==> config.mk <==
export PLATFORM = sky130hd
export DESIGN_NAME = sign_magnitude_integer_alu
export DESIGN_NICKNAME = d
export VERILOG_FILES = /design/src/rtl/core/smia_pkg.sv /design/src/rtl/core/sign_magnitude_integer_alu.sv /design/src/rtl/core/smia_mul.sv /design/src/rtl/core/smia_div.sv
export SDC_FILE = /design/constraint.sdc
export NUM_CORES = 2
export LEC_CHECK = 0
export ABC_AREA = 0
export BUFFER_PORTS_ARGS = -buffer_cell sky130_fd_sc_hd__buf_2
export CELL_PAD_IN_SITES_DETAIL_PLACEMENT = 2
export CELL_PAD_IN_SITES_GLOBAL_PLACEMENT = 2
export CORE_UTILIZATION = 25
export DETAILED_ROUTE_END_ITERATION = 12
export GPL_ROUTABILITY_DRIVEN = 0
export HOLD_SLACK_MARGIN = 0.08
export MAX_ROUTING_LAYER = met4
export PLACE_DENSITY = 0.59
export SYNTH_ARGS = -nofsm -noshare
export SYNTH_HDL_FRONTEND = slang
export SYNTH_SLANG_ARGS = --single-unit
==> constraint.sdc <==
create_clock -name clk -period 6.4 [get_ports clk]
set_clock_uncertainty 0.1 [all_clocks]
set_input_delay 1.92 -clock clk [delete_from_list [all_inputs] [get_ports clk]]
set_output_delay 1.92 -clock clk [all_outputs]
set_load 0.01 [all_outputs]
==> src/rtl/core/smia_pkg.sv <==
`timescale 1ns / 1ps
package smia_pkg;

	typedef enum logic [2:0] {
		OP_ADD = 3'd0,
		OP_SUB = 3'd1,
		OP_MUL = 3'd2,
		OP_DIV = 3'd3,
		OP_MOD = 3'd4,
		OP_REM = 3'd5,
		OP_POW = 3'd6
	} op_t;

	localparam logic [1:0] K_POS = 2'd0;
	localparam logic [1:0] K_NEG = 2'd1;
	localparam logic [1:0] K_BASED = 2'd2;

	localparam logic [2:0] ST_OK = 3'd0;
	localparam logic [2:0] ST_OVF = 3'd1;
	localparam logic [2:0] ST_INEXACT = 3'd2;
	localparam logic [2:0] ST_DIVZERO = 3'd3;
	localparam logic [2:0] ST_ZPZ = 3'd4;

	typedef struct packed {
		logic [2:0] operation;
		logic [63:0] x_mag;
		logic [1:0] x_kind;
		logic [63:0] y_mag;
		logic [1:0] y_kind;
	} in_word_t;

	typedef struct packed {
		logic [63:0] result_mag;
		logic [1:0] result_kind;
		logic [2:0] status;
	} out_word_t;

	// Control for the shared shift-add multiplier.
	typedef struct packed {
		logic start;
		logic wrap;
	} mul_ctl_t;

	typedef struct packed {
		logic done;
		logic ovf;
	} mul_sts_t;

endpackage

==> src/rtl/core/sign_magnitude_integer_alu.sv <==
`timescale 1ns / 1ps
// Sequence: add and sub go from decode straight to the result register; div, mod and rem
// run on the serial divider, mul on the serial multiplier; pow runs up to 2 * WORD_BITS
// serial multiplies on the shared shift-add multiplier.
// Throughput: one word at a time; a new word is accepted once the result is taken.
// Reset: arst_n clears the sequencer and the output valid; no result is pending.
module sign_magnitude_integer_alu import smia_pkg::*; #(
	parameter int WORD_BITS = 64
) (
	input  logic      clk,
	input  logic      arst_n,
	input  logic      in_valid,
	output logic      in_ready,
	input  in_word_t  in_data,
	output logic      out_valid,
	input  logic      out_ready,
	output out_word_t out_data
);

	typedef enum logic [2:0] {
		S_IDLE,
		S_DECODE,
		S_DIV,
		S_MUL,
		S_POW_STEP,
		S_POW_WAIT,
		S_DONE
	} state_t;

	state_t               state_q;
	op_t                  op_q;
	logic [WORD_BITS-1:0] x_q;
	logic [WORD_BITS-1:0] y_q;
	logic [1:0]           xt_q;
	logic [1:0]           yt_q;
	logic [WORD_BITS-1:0] base_q;
	logic [WORD_BITS-1:0] ex_q;
	logic [WORD_BITS-1:0] r_q;
	logic                 sq_q;
	logic [WORD_BITS-1:0] mag_q;
	logic [1:0]           kind_q;
	logic [2:0]           st_q;
	logic                 out_valid_q;
	out_word_t            out_q;

	mul_ctl_t             mctl;
	mul_sts_t             msts;
	logic [WORD_BITS-1:0] ma;
	logic [WORD_BITS-1:0] mb;
	logic [WORD_BITS-1:0] mp;
	logic                 dstart;
	logic                 ddone;
	logic [WORD_BITS-1:0] dq;
	logic [WORD_BITS-1:0] dr;

	logic                 based;
	logic                 xneg;
	logic                 yneg;
	logic [WORD_BITS:0]   addsum;
	logic [WORD_BITS:0]   ymx;
	logic [WORD_BITS:0]   xmy;
	logic [1:0]           xtn;
	logic [1:0]           ytn;

	// Kind 3 reads as based.
	assign xtn = (in_data.x_kind == 2'd3) ? K_BASED : in_data.x_kind;
	assign ytn = (in_data.y_kind == 2'd3) ? K_BASED : in_data.y_kind;

	assign based = (xt_q == K_BASED) || (yt_q == K_BASED);
	assign xneg = (xt_q == K_NEG);
	assign yneg = (yt_q == K_NEG);

	// Adder and subtractor paths shared by add and sub.
	assign addsum = {1'b0, y_q} + {1'b0, x_q};
	assign ymx = {1'b0, y_q} - {1'b0, x_q};
	assign xmy = {1'b0, x_q} - {1'b0, y_q};

	smia_mul #(.WORD_BITS(WORD_BITS)) u_mul (
		.clk(clk), .arst_n(arst_n), .ctl(mctl), .a(ma), .b(mb), .sts(msts), .p(mp)
	);

	smia_div #(.WORD_BITS(WORD_BITS)) u_div (
		.clk(clk), .arst_n(arst_n), .start(dstart), .num(y_q), .den(x_q),
		.done(ddone), .quo(dq), .rem(dr)
	);

	// Operand selection and start strobes for the shared multiplier and the divider.
	always_comb begin
		mctl.start = 1'b0;
		mctl.wrap = based;
		ma = x_q;
		mb = y_q;
		dstart = 1'b0;
		if (state_q == S_DECODE) begin
			if (op_q == OP_MUL) begin
				mctl.start = 1'b1;
			end
			if ((op_q == OP_DIV || op_q == OP_MOD || op_q == OP_REM) && x_q != '0) begin
				dstart = 1'b1;
			end
		end
		if (state_q == S_POW_STEP) begin
			mctl.start = 1'b1;
			if (!sq_q) begin
				ma = r_q;
				mb = base_q;
			end else begin
				ma = base_q;
				mb = base_q;
			end
		end
	end

	// Sequencer and result register.
	always_ff @(posedge clk or negedge arst_n) begin
		if (!arst_n) begin
			state_q <= S_IDLE;
			out_valid_q <= 1'b0;
		end else begin
			if (out_valid_q && out_ready) begin
				out_valid_q <= 1'b0;
			end
			case (state_q)
				S_IDLE: begin
					if (in_valid && !out_valid_q) begin
						op_q <= op_t'(in_data.operation);
						x_q <= in_data.x_mag[WORD_BITS-1:0];
						y_q <= in_data.y_mag[WORD_BITS-1:0];
						xt_q <= xtn;
						yt_q <= ytn;
						state_q <= S_DECODE;
					end
				end
				S_DECODE: begin
					mag_q <= '0;
					kind_q <= K_POS;
					st_q <= ST_OK;
					state_q <= S_DONE;
					case (op_q)
						OP_ADD: begin
							kind_q <= xt_q;
							if (based) begin
								mag_q <= addsum[WORD_BITS-1:0];
							end else if (xneg == yneg) begin
								if (addsum[WORD_BITS]) begin
									st_q <= ST_OVF;
								end else begin
									mag_q <= addsum[WORD_BITS-1:0];
								end
							end else if (!ymx[WORD_BITS]) begin
								mag_q <= ymx[WORD_BITS-1:0];
								kind_q <= (ymx == '0 || xneg) ? K_POS : K_NEG;
							end else begin
								mag_q <= xmy[WORD_BITS-1:0];
							end
						end
						OP_SUB: begin
							kind_q <= xt_q;
							if (based) begin
								mag_q <= ymx[WORD_BITS-1:0];
							end else if (xneg != yneg) begin
								kind_q <= yt_q;
								if (addsum[WORD_BITS]) begin
									st_q <= ST_OVF;
								end else begin
									mag_q <= addsum[WORD_BITS-1:0];
								end
							end else if (xmy[WORD_BITS]) begin
								mag_q <= ymx[WORD_BITS-1:0];
							end else begin
								mag_q <= xmy[WORD_BITS-1:0];
								kind_q <= (xmy == '0 || xneg) ? K_POS : K_NEG;
							end
						end
						OP_MUL: begin
							state_q <= S_MUL;
						end
						OP_DIV, OP_MOD, OP_REM: begin
							if (x_q == '0) begin
								st_q <= ST_DIVZERO;
							end else begin
								state_q <= S_DIV;
							end
						end
						OP_POW: begin
							if (x_q == '0 && y_q == '0) begin
								st_q <= ST_ZPZ;
							end else begin
								if (yneg) begin
									kind_q <= x_q[0] ? K_NEG : K_POS;
								end else begin
									kind_q <= yt_q;
								end
								// An even exponent skips the first multiply and squares
								// with the exponent already shifted.
								base_q <= y_q;
								ex_q <= x_q[0] ? x_q : (x_q >> 1);
								r_q <= WORD_BITS'(1);
								sq_q <= !x_q[0];
								if (x_q == '0) begin
									mag_q <= WORD_BITS'(1);
								end else begin
									state_q <= S_POW_STEP;
								end
							end
						end
						default: begin
						end
					endcase
				end
				S_MUL: begin
					if (msts.done) begin
						state_q <= S_DONE;
						if (msts.ovf) begin
							st_q <= ST_OVF;
						end else begin
							mag_q <= mp;
							kind_q <= based ? xt_q : ((xneg == yneg) ? K_POS : K_NEG);
						end
					end
				end
				S_DIV: begin
					if (ddone) begin
						state_q <= S_DONE;
						case (op_q)
							OP_DIV: begin
								if (based) begin
									mag_q <= dq;
									kind_q <= xt_q;
								end else if (dr != '0) begin
									st_q <= ST_INEXACT;
								end else begin
									mag_q <= dq;
									kind_q <= (xneg == yneg) ? K_POS : K_NEG;
								end
							end
							OP_MOD: begin
								if (based) begin
									mag_q <= dr;
									kind_q <= xt_q;
								end else begin
									mag_q <= xneg ? (y_q - dr) : dr;
									kind_q <= K_POS;
								end
							end
							default: begin
								mag_q <= dr;
								kind_q <= xt_q;
							end
						endcase
					end
				end
				S_POW_STEP: begin
					state_q <= S_POW_WAIT;
				end
				S_POW_WAIT: begin
					if (msts.done) begin
						if (msts.ovf) begin
							st_q <= ST_OVF;
							state_q <= S_DONE;
						end else if (!sq_q) begin
							// Multiply step done; shift exponent, square if bits remain.
							r_q <= mp;
							ex_q <= ex_q >> 1;
							if ((ex_q >> 1) == '0) begin
								mag_q <= mp;
								state_q <= S_DONE;
							end else begin
								sq_q <= 1'b1;
								state_q <= S_POW_STEP;
							end
						end else begin
							// Square done; next bit decides multiply or square again.
							base_q <= mp;
							if (ex_q[0]) begin
								sq_q <= 1'b0;
							end else begin
								ex_q <= ex_q >> 1;
								sq_q <= 1'b1;
							end
							state_q <= S_POW_STEP;
						end
					end
				end
				S_DONE: begin
					if (!out_valid_q || out_ready) begin
						out_valid_q <= 1'b1;
						out_q.result_mag <= (st_q == ST_OK) ? 64'(mag_q) : '0;
						out_q.result_kind <= (st_q == ST_OK) ? kind_q : K_POS;
						out_q.status <= st_q;
						state_q <= S_IDLE;
					end
				end
				default: begin
					state_q <= S_IDLE;
				end
			endcase
		end
	end

	assign in_ready = (state_q == S_IDLE) && !out_valid_q;
	assign out_valid = out_valid_q;
	assign out_data = out_q;

endmodule

==> src/rtl/core/smia_mul.sv <==
`timescale 1ns / 1ps
module smia_mul import smia_pkg::*; #(
	parameter int WORD_BITS = 64
) (
	input  logic                 clk,
	input  logic                 arst_n,
	input  mul_ctl_t             ctl,
	input  logic [WORD_BITS-1:0] a,
	input  logic [WORD_BITS-1:0] b,
	output mul_sts_t             sts,
	output logic [WORD_BITS-1:0] p
);

	localparam int CW = $clog2(WORD_BITS + 1);

	logic [WORD_BITS-1:0] acc_q;
	logic [WORD_BITS-1:0] mcand_q;
	logic [WORD_BITS-1:0] mplier_q;
	logic                 ovf_q;
	logic                 wrap_q;
	logic                 busy_q;
	logic                 done_q;
	logic [CW-1:0]        cnt_q;
	logic [WORD_BITS:0]   sum;
	logic                 mc_hi;

	// One multiplier bit per cycle, MSB first: acc = 2*acc + bit*mcand.
	// Any bit carried out of the word marks a true overflow.
	always_comb begin
		mc_hi = acc_q[WORD_BITS-1];
		sum = {1'b0, acc_q[WORD_BITS-2:0], 1'b0}
			+ (mplier_q[WORD_BITS-1] ? {1'b0, mcand_q} : '0);
	end

	always_ff @(posedge clk or negedge arst_n) begin
		if (!arst_n) begin
			busy_q <= 1'b0;
			done_q <= 1'b0;
			cnt_q <= '0;
		end else begin
			done_q <= 1'b0;
			if (ctl.start) begin
				busy_q <= 1'b1;
				cnt_q <= CW'(WORD_BITS);
				acc_q <= '0;
				mcand_q <= a;
				mplier_q <= b;
				ovf_q <= 1'b0;
				wrap_q <= ctl.wrap;
			end else if (busy_q) begin
				acc_q <= sum[WORD_BITS-1:0];
				mplier_q <= {mplier_q[WORD_BITS-2:0], 1'b0};
				ovf_q <= ovf_q | mc_hi | sum[WORD_BITS];
				cnt_q <= cnt_q - 1'b1;
				if (cnt_q == CW'(1)) begin
					busy_q <= 1'b0;
					done_q <= 1'b1;
				end
			end
		end
	end

	assign p = acc_q;
	assign sts.done = done_q;
	assign sts.ovf = ovf_q & ~wrap_q;

endmodule

==> src/rtl/core/smia_div.sv <==
`timescale 1ns / 1ps
module smia_div import smia_pkg::*; #(
	parameter int WORD_BITS = 64
) (
	input  logic                 clk,
	input  logic                 arst_n,
	input  logic                 start,
	input  logic [WORD_BITS-1:0] num,
	input  logic [WORD_BITS-1:0] den,
	output logic                 done,
	output logic [WORD_BITS-1:0] quo,
	output logic [WORD_BITS-1:0] rem
);

	localparam int CW = $clog2(WORD_BITS + 1);

	logic [WORD_BITS-1:0] q_q;
	logic [WORD_BITS-1:0] r_q;
	logic [WORD_BITS-1:0] d_q;
	logic                 busy_q;
	logic                 done_q;
	logic [CW-1:0]        cnt_q;
	logic [WORD_BITS:0]   trial;
	logic [WORD_BITS:0]   diff;

	// Restoring division, one quotient bit per cycle.
	always_comb begin
		trial = {r_q, q_q[WORD_BITS-1]};
		diff = trial - {1'b0, d_q};
	end

	always_ff @(posedge clk or negedge arst_n) begin
		if (!arst_n) begin
			busy_q <= 1'b0;
			done_q <= 1'b0;
			cnt_q <= '0;
		end else begin
			done_q <= 1'b0;
			if (start) begin
				busy_q <= 1'b1;
				cnt_q <= CW'(WORD_BITS);
				q_q <= num;
				r_q <= '0;
				d_q <= den;
			end else if (busy_q) begin
				if (!diff[WORD_BITS]) begin
					r_q <= diff[WORD_BITS-1:0];
				end else begin
					r_q <= trial[WORD_BITS-1:0];
				end
				q_q <= {q_q[WORD_BITS-2:0], ~diff[WORD_BITS]};
				cnt_q <= cnt_q - 1'b1;
				if (cnt_q == CW'(1)) begin
					busy_q <= 1'b0;
					done_q <= 1'b1;
				end
			end
		end
	end

	assign done = done_q;
	assign quo = q_q;
	assign rem = r_q;

endmodule

# == Word-level counts from Yosys, hierarchy flattened ==
# Cells that the tools add are included.
# totals
ff_bits,874
out_inout_bits,71
input_bits,139
elab_cells,268
# classes
bitwise,5
n_mux,137
n_reduce_logical,45
n_addsub,8
n_eq_ne,41
# op_table
op,n
64-bit 2-to-1 mux,46
64-bit one-hot mux with 2 select lines,4
64-bit one-hot mux with 4 select lines,1
64-bit logical NOT,3
64-bit one-hot mux with 3 select lines,1
65-bit logical NOT,2
64-bit by 64-bit subtractor with 65-bit output,2
64-bit nonzero test,2
64-bit by 64-bit adder with 65-bit output,1
64-bit by 65-bit adder with 65-bit output,1
65-bit by 64-bit subtractor with 65-bit output,1
64-bit subtractor,1
3-bit 2-to-1 mux,17
2-bit 2-to-1 mux,19
1-bit 2-to-1 mux,37
7-bit 2-to-1 mux,4
"2-bit != test, second input constant",11
3-bit one-hot mux with 7 select lines,1
7-bit AND reduction,3
"3-bit == test, second input constant",6
3-bit one-hot mux with 3 select lines,2
"7-bit by 1-bit == test with 1-bit output, second input constant",2
"7-bit by 1-bit subtractor with 7-bit output, second input constant",2
"3-bit by 2-bit == test with 1-bit output, second input constant",4
30 further kinds,63

# == Logic depth before layout (Yosys ltp) ==
# depth
ltp_word,9
ltp_mapped,21
ltp_nobuf,17

# == By module ==
# A second synthesis with hierarchy kept.
# unflattened
hier_cells,7294
area_unflattened_um2,67202.0
# by_module_without_submodules
module,seq_area_each_um2,cells_per_inst,area_per_inst_um2,instances
sign_magnitude_integer_alu,14093.5,4978,42286.8,1
smia_div,5990.7,1210,12736.0,1
smia_mul,6050.8,1106,12179.2,1

# == Least setup slack after synthesis ==
# No wires, ideal clock.
# synth_path
path_kind,input-to-reg
from,input port arst_n
to,register mag_q[0] (enable)
path_slack_ps,-1081
stages,2
required_time_ps,5716
t_arrival_ps,6797
cell_sequence,nor3b_1 -> a21boi_0
# synth_via
elab_chain_len,1
# synth_lines
element,line,text
start: declaration,sign_magnitude_integer_alu.sv:11,"input logic arst_n,"
10-bit AND reduction (no line),--,
end signal: assignment,sign_magnitude_integer_alu.sv:143,mag_q <= addsum[WORD_BITS-1:0];
end signal: assignment,sign_magnitude_integer_alu.sv:148,mag_q <= addsum[WORD_BITS-1:0];
end signal: assignment,sign_magnitude_integer_alu.sv:151,mag_q <= ymx[WORD_BITS-1:0];
end: declaration,sign_magnitude_integer_alu.sv:40,logic [WORD_BITS-1:0] mag_q;
# Every way passes these cells.
# A chain may end at the register's enable or synchronous reset.

# == Worst setup path after layout ==
# layout_path
from,register x_q[10]
to,"register kind_q[0], data pin"
# layout_via
elab_chain_len,9
# layout_lines
element,line,text
start: declaration,sign_magnitude_integer_alu.sv:32,logic [WORD_BITS-1:0] x_q;
start signal: assignment,sign_magnitude_integer_alu.sv:127,x_q <= in_data.x_mag[WORD_BITS-1:0];
64-bit by 64-bit subtractor with 65-bit output (on tied branches),"sign_magnitude_integer_alu.sv:76, sign_magnitude_integer_alu.sv:75",
65-bit logical NOT (on tied branches),"sign_magnitude_integer_alu.sv:172, sign_magnitude_integer_alu.sv:152",
1-bit logical OR (on tied branches),"sign_magnitude_integer_alu.sv:172, sign_magnitude_integer_alu.sv:152",
1-bit 2-to-1 mux (on tied branches),"sign_magnitude_integer_alu.sv:172, sign_magnitude_integer_alu.sv:152",
2-bit 2-to-1 mux (on tied branches),"sign_magnitude_integer_alu.sv:168, sign_magnitude_integer_alu.sv:150",
2-bit 2-to-1 mux (on tied branches),"sign_magnitude_integer_alu.sv:161, sign_magnitude_integer_alu.sv:144",
2-bit 2-to-1 mux (on tied branches),"sign_magnitude_integer_alu.sv:159, sign_magnitude_integer_alu.sv:142",
2-bit one-hot mux with 3 select lines (*),sign_magnitude_integer_alu.sv:139,case (op_q)
2-bit one-hot mux with 3 select lines (*),sign_magnitude_integer_alu.sv:123,case (state_q)
end signal: assignment,sign_magnitude_integer_alu.sv:141,kind_q <= xt_q;
end signal: assignment,sign_magnitude_integer_alu.sv:158,kind_q <= xt_q;
end signal: assignment,sign_magnitude_integer_alu.sv:162,kind_q <= yt_q;
end: declaration,sign_magnitude_integer_alu.sv:41,logic [1:0] kind_q;
# Every way passes the cells marked *; elsewhere a longest branch is shown, timed or not.

==> impl_metrics.env <==
export IMPL_synth_ff_type="edfxtp_1"
export IMPL_firstDrtPassIters=7
export IMPL_port_buffers=209
export IMPL_die_h_um=513
export IMPL_grt_pass1_wl_um=514000
export IMPL_cts_buffers=109
export IMPL_cap_violations=0
export IMPL_grt_max_degree=75
export IMPL_htree_levels=3
export IMPL_place_ws_ns=0.0939
export IMPL_ys_seq_area_share_pct=40.1
export IMPL_holdPathEnd="out_data[65]"
export IMPL_synth_area_top_cells="edfxtp_1 (39%), ha_1 (7.4%), a21oi_1 (6.0%)"
export IMPL_synth_top_cells_by_count="edfxtp_1 (852), a21oi_1 (777), nand2_1 (647), o21ai_0 (583), nor2_1 (573)"
export IMPL_grt_total_usage_pct=28.3
export IMPL_ys_seq_elements=874
export IMPL_clkTransAtPathRegs_ns=0.07
export IMPL_fin_nets=8013
export IMPL_num_fill_cells=29100
export IMPL_p_leak_nw=29.9
export IMPL_ioPinCount=210
export IMPL_core_area_um2=259000
export IMPL_ys_types=108
export IMPL_powerDensity_nw_per_um2=429
export IMPL_period_share_pct=98.7
export IMPL_drt_initial_drc_count=6543
export IMPL_synth_edf_count=852
export IMPL_hold_violations=0
export IMPL_cts_path_max_buffers=3
export IMPL_viasPerCell=5.81
export IMPL_relSlewSlack_pct=7.32
export IMPL_synthesis_area_um2=65200
export IMPL_tightest_slew_ns=1.38
export IMPL_maxSlewViolCount=0
export IMPL_worst_endpoint_required_ns=6.81
export IMPL_grt_overflow=0
export IMPL_antenna_found_initial=34
export IMPL_dp_hpwl_um=298000
export IMPL_yosysTopAreaCell="edfxtp_1"
export IMPL_worst_slack_ns=0.0818
export IMPL_clock_latency_ns=0.79
export IMPL_rsz0062_at_grt="no"
export IMPL_wl_um=373000
export IMPL_vdd_drop_max_uv=220
export IMPL_die_w_um=513
export IMPL_max_freq_mhz=158
export IMPL_yosys_warnings=0
export IMPL_drive_above_1_share_pct=10.8
export IMPL_die_area_um2=263000
export IMPL_synth_nets=7786
export IMPL_min_path_cells=1
export IMPL_r2r_end="kind_q[0]"
export IMPL_wl_per_cell_um=34.0
export IMPL_path_cells="inv_1 > ha_1 > nand2_1 > nor3_1 > o211ai_1 > nand3_1 > a21oi_2 > o211ai_1 > nand2_1 > xnor2_1 > or4_1 > nor4_2 > nand4_1 > nor4_1 > o22ai_1"
export IMPL_initial_core_util_pct=25.1
export IMPL_reg2reg_from="x_q[10]"
export IMPL_clock_sinks=874
export IMPL_criticalPathCategory="flip-flop to flip-flop"
export IMPL_reg2reg_depth=15
export IMPL_cp_arrival_ns=6.73
export IMPL_slowest_delay_ns=0.71
export IMPL_syn_avg_cell_area_um2=8.99
export IMPL_ff2ff_setup_slack_ns=0.08
export IMPL_cp_end_kind="flip-flop"
export IMPL_cts_tree="done"
export IMPL_crit_slowest_cell="edfxtp_1"
export IMPL_synth_cells=7254
export IMPL_path_max_fanout=14
export IMPL_fin_crit_ns=6.32
export IMPL_cts_root_buf="clkbuf_16"
export IMPL_status="finished, final reports clean"
export IMPL_rows=187
export IMPL_synth_most_common_cell="edfxtp_1"
export IMPL_fin_setup_tns_ns=0
export IMPL_syn2layout_area_growth_pct=15.6
export IMPL_drc=0
export IMPL_cp_start_kind="flip-flop"
export IMPL_ant_nets=0
export IMPL_synthDominantCellAreaShare_pct=39.2
export IMPL_grt_pass1_vias=64700
export IMPL_via_count=63900
export IMPL_async_flop_share_pct=2.52
export IMPL_setup_violations=0
export IMPL_hp_class="flip-flop to flip-flop"
export IMPL_min_from="mag_q[60]"
-- worst max-delay path by stage --
stage,from,endpoint,slack [ns],cells past startpoint
after floorplan,arst_n,ex_q[10],0.53,2
after global placement,x_q[10],kind_q[0],0.1,15
after CTS,x_q[10],kind_q[0],0.09,15
final,x_q[10],kind_q[0],0.08,15
after global routing,x_q[51],kind_q[0],0.05,16
after detailed placement,x_q[10],kind_q[0],0.09,15
-- where the power goes --
| group | switching [mW] | internal, mW |
|---|---|---|
| clock | 2.81 | 3.66 |
| sequential | 1.72 | 8.28 |
| combinational | 10.4 | 5.47 |
-- cell usage in the layout (no fill, tap or decap), types with 99 or more instances in the layout --
cell and instances:
edfxtp_1 852, a21oi_1 775, nand2_1 641, o21ai_0 583, nor2_1 568, ha_1 387, inv_1 368, buf_4 315
xnor2_1 273, mux2i_1 238, a21o_1 228, buf_2 208, and2_1 155, nand3_1 118, clkbuf_16 111, nor4_1 107
xor2_1 99
-- layout make-up --
class                           count  area, um^2  share of cell area [%]
Clock inverter                     68         709                   0.941
Tap cell                         3402        4260                    5.64
Sequential cell                   874       26100                    34.7
Antenna cell                       14        35.0                  0.0465
Multi-Input combinational cell   5571       36200                    48.1
Inverter                          386        1450                    1.92
Clock buffer                      132        2860                    3.79
Timing Repair Buffer              539        3720                    4.93
-- flip-flops by register name (all words and copies together) (netlist names), 64 cells and up --
signal          count
x_q                64
out_data           69
y_q                64
base_q             64
mag_q              64
u_mul.mcand_q      64
u_div.quo          64
u_div.rem          64
u_mul.mplier_q     64
u_mul.p            64
ex_q               64
u_div.d_q          64
r_q                64
-- through the flow --
step                      hold WS, ns  std cells  instance area, um^2  utilization, %  total power, mW
after floorplan                 0.327       7254                65200               -             19.1
after global placement          0.392      10800                71800            27.7             25.2
after detailed placement        0.409      10800                71800            27.7             25.6
after CTS                       0.420      11000                75400            29.0             32.3
after global routing            0.441      11000                75400            29.1             33.9
final                           0.416      11000                75400            29.1             32.4
-- cells by family after synthesis --
| kind of cell | Yosys count | share of synthesized area, % |
|---|---|---|
| xor+xnor | 374 | 5.02 |
| flops | 874 | 40.1 |
| buf+inv | 809 | 4.77 |
| compound gates | 2448 | 23.4 |
| fa+ha+maj | 393 | 7.61 |
| simple gates | 2113 | 15.4 |
| mux | 243 | 3.74 |
-- timing repair --
action | in CTS | in global routing
resized for setup | 0 | 2
setup endpoints to repair | 0 | 1
hold buffers | 0 | 0
buffers inserted | 0 | 1
-- routing by layer --
layer	vias up	GRT usage, %	part of all wire [%]
met5	-	-	0
met4	0	12.2	4.9
met2	2621	41.9	43
li1	27200	-	-
met3	566	3.72	7.0
met1	33400	38.4	45
-- critical path, delay by kind of cell, from the launching register on --
family                     cells  cell delay (ns)
xor gates and xnor gates       1             0.32
AOI/OAI and AO/OA              4             0.97
buffers and inverters          1             0.10
and+or+nand+nor                8             3.14
DFF                            1             0.71
adders and majority gates      1             0.71
No activity file was read; power rests on OpenSTA's default activity.
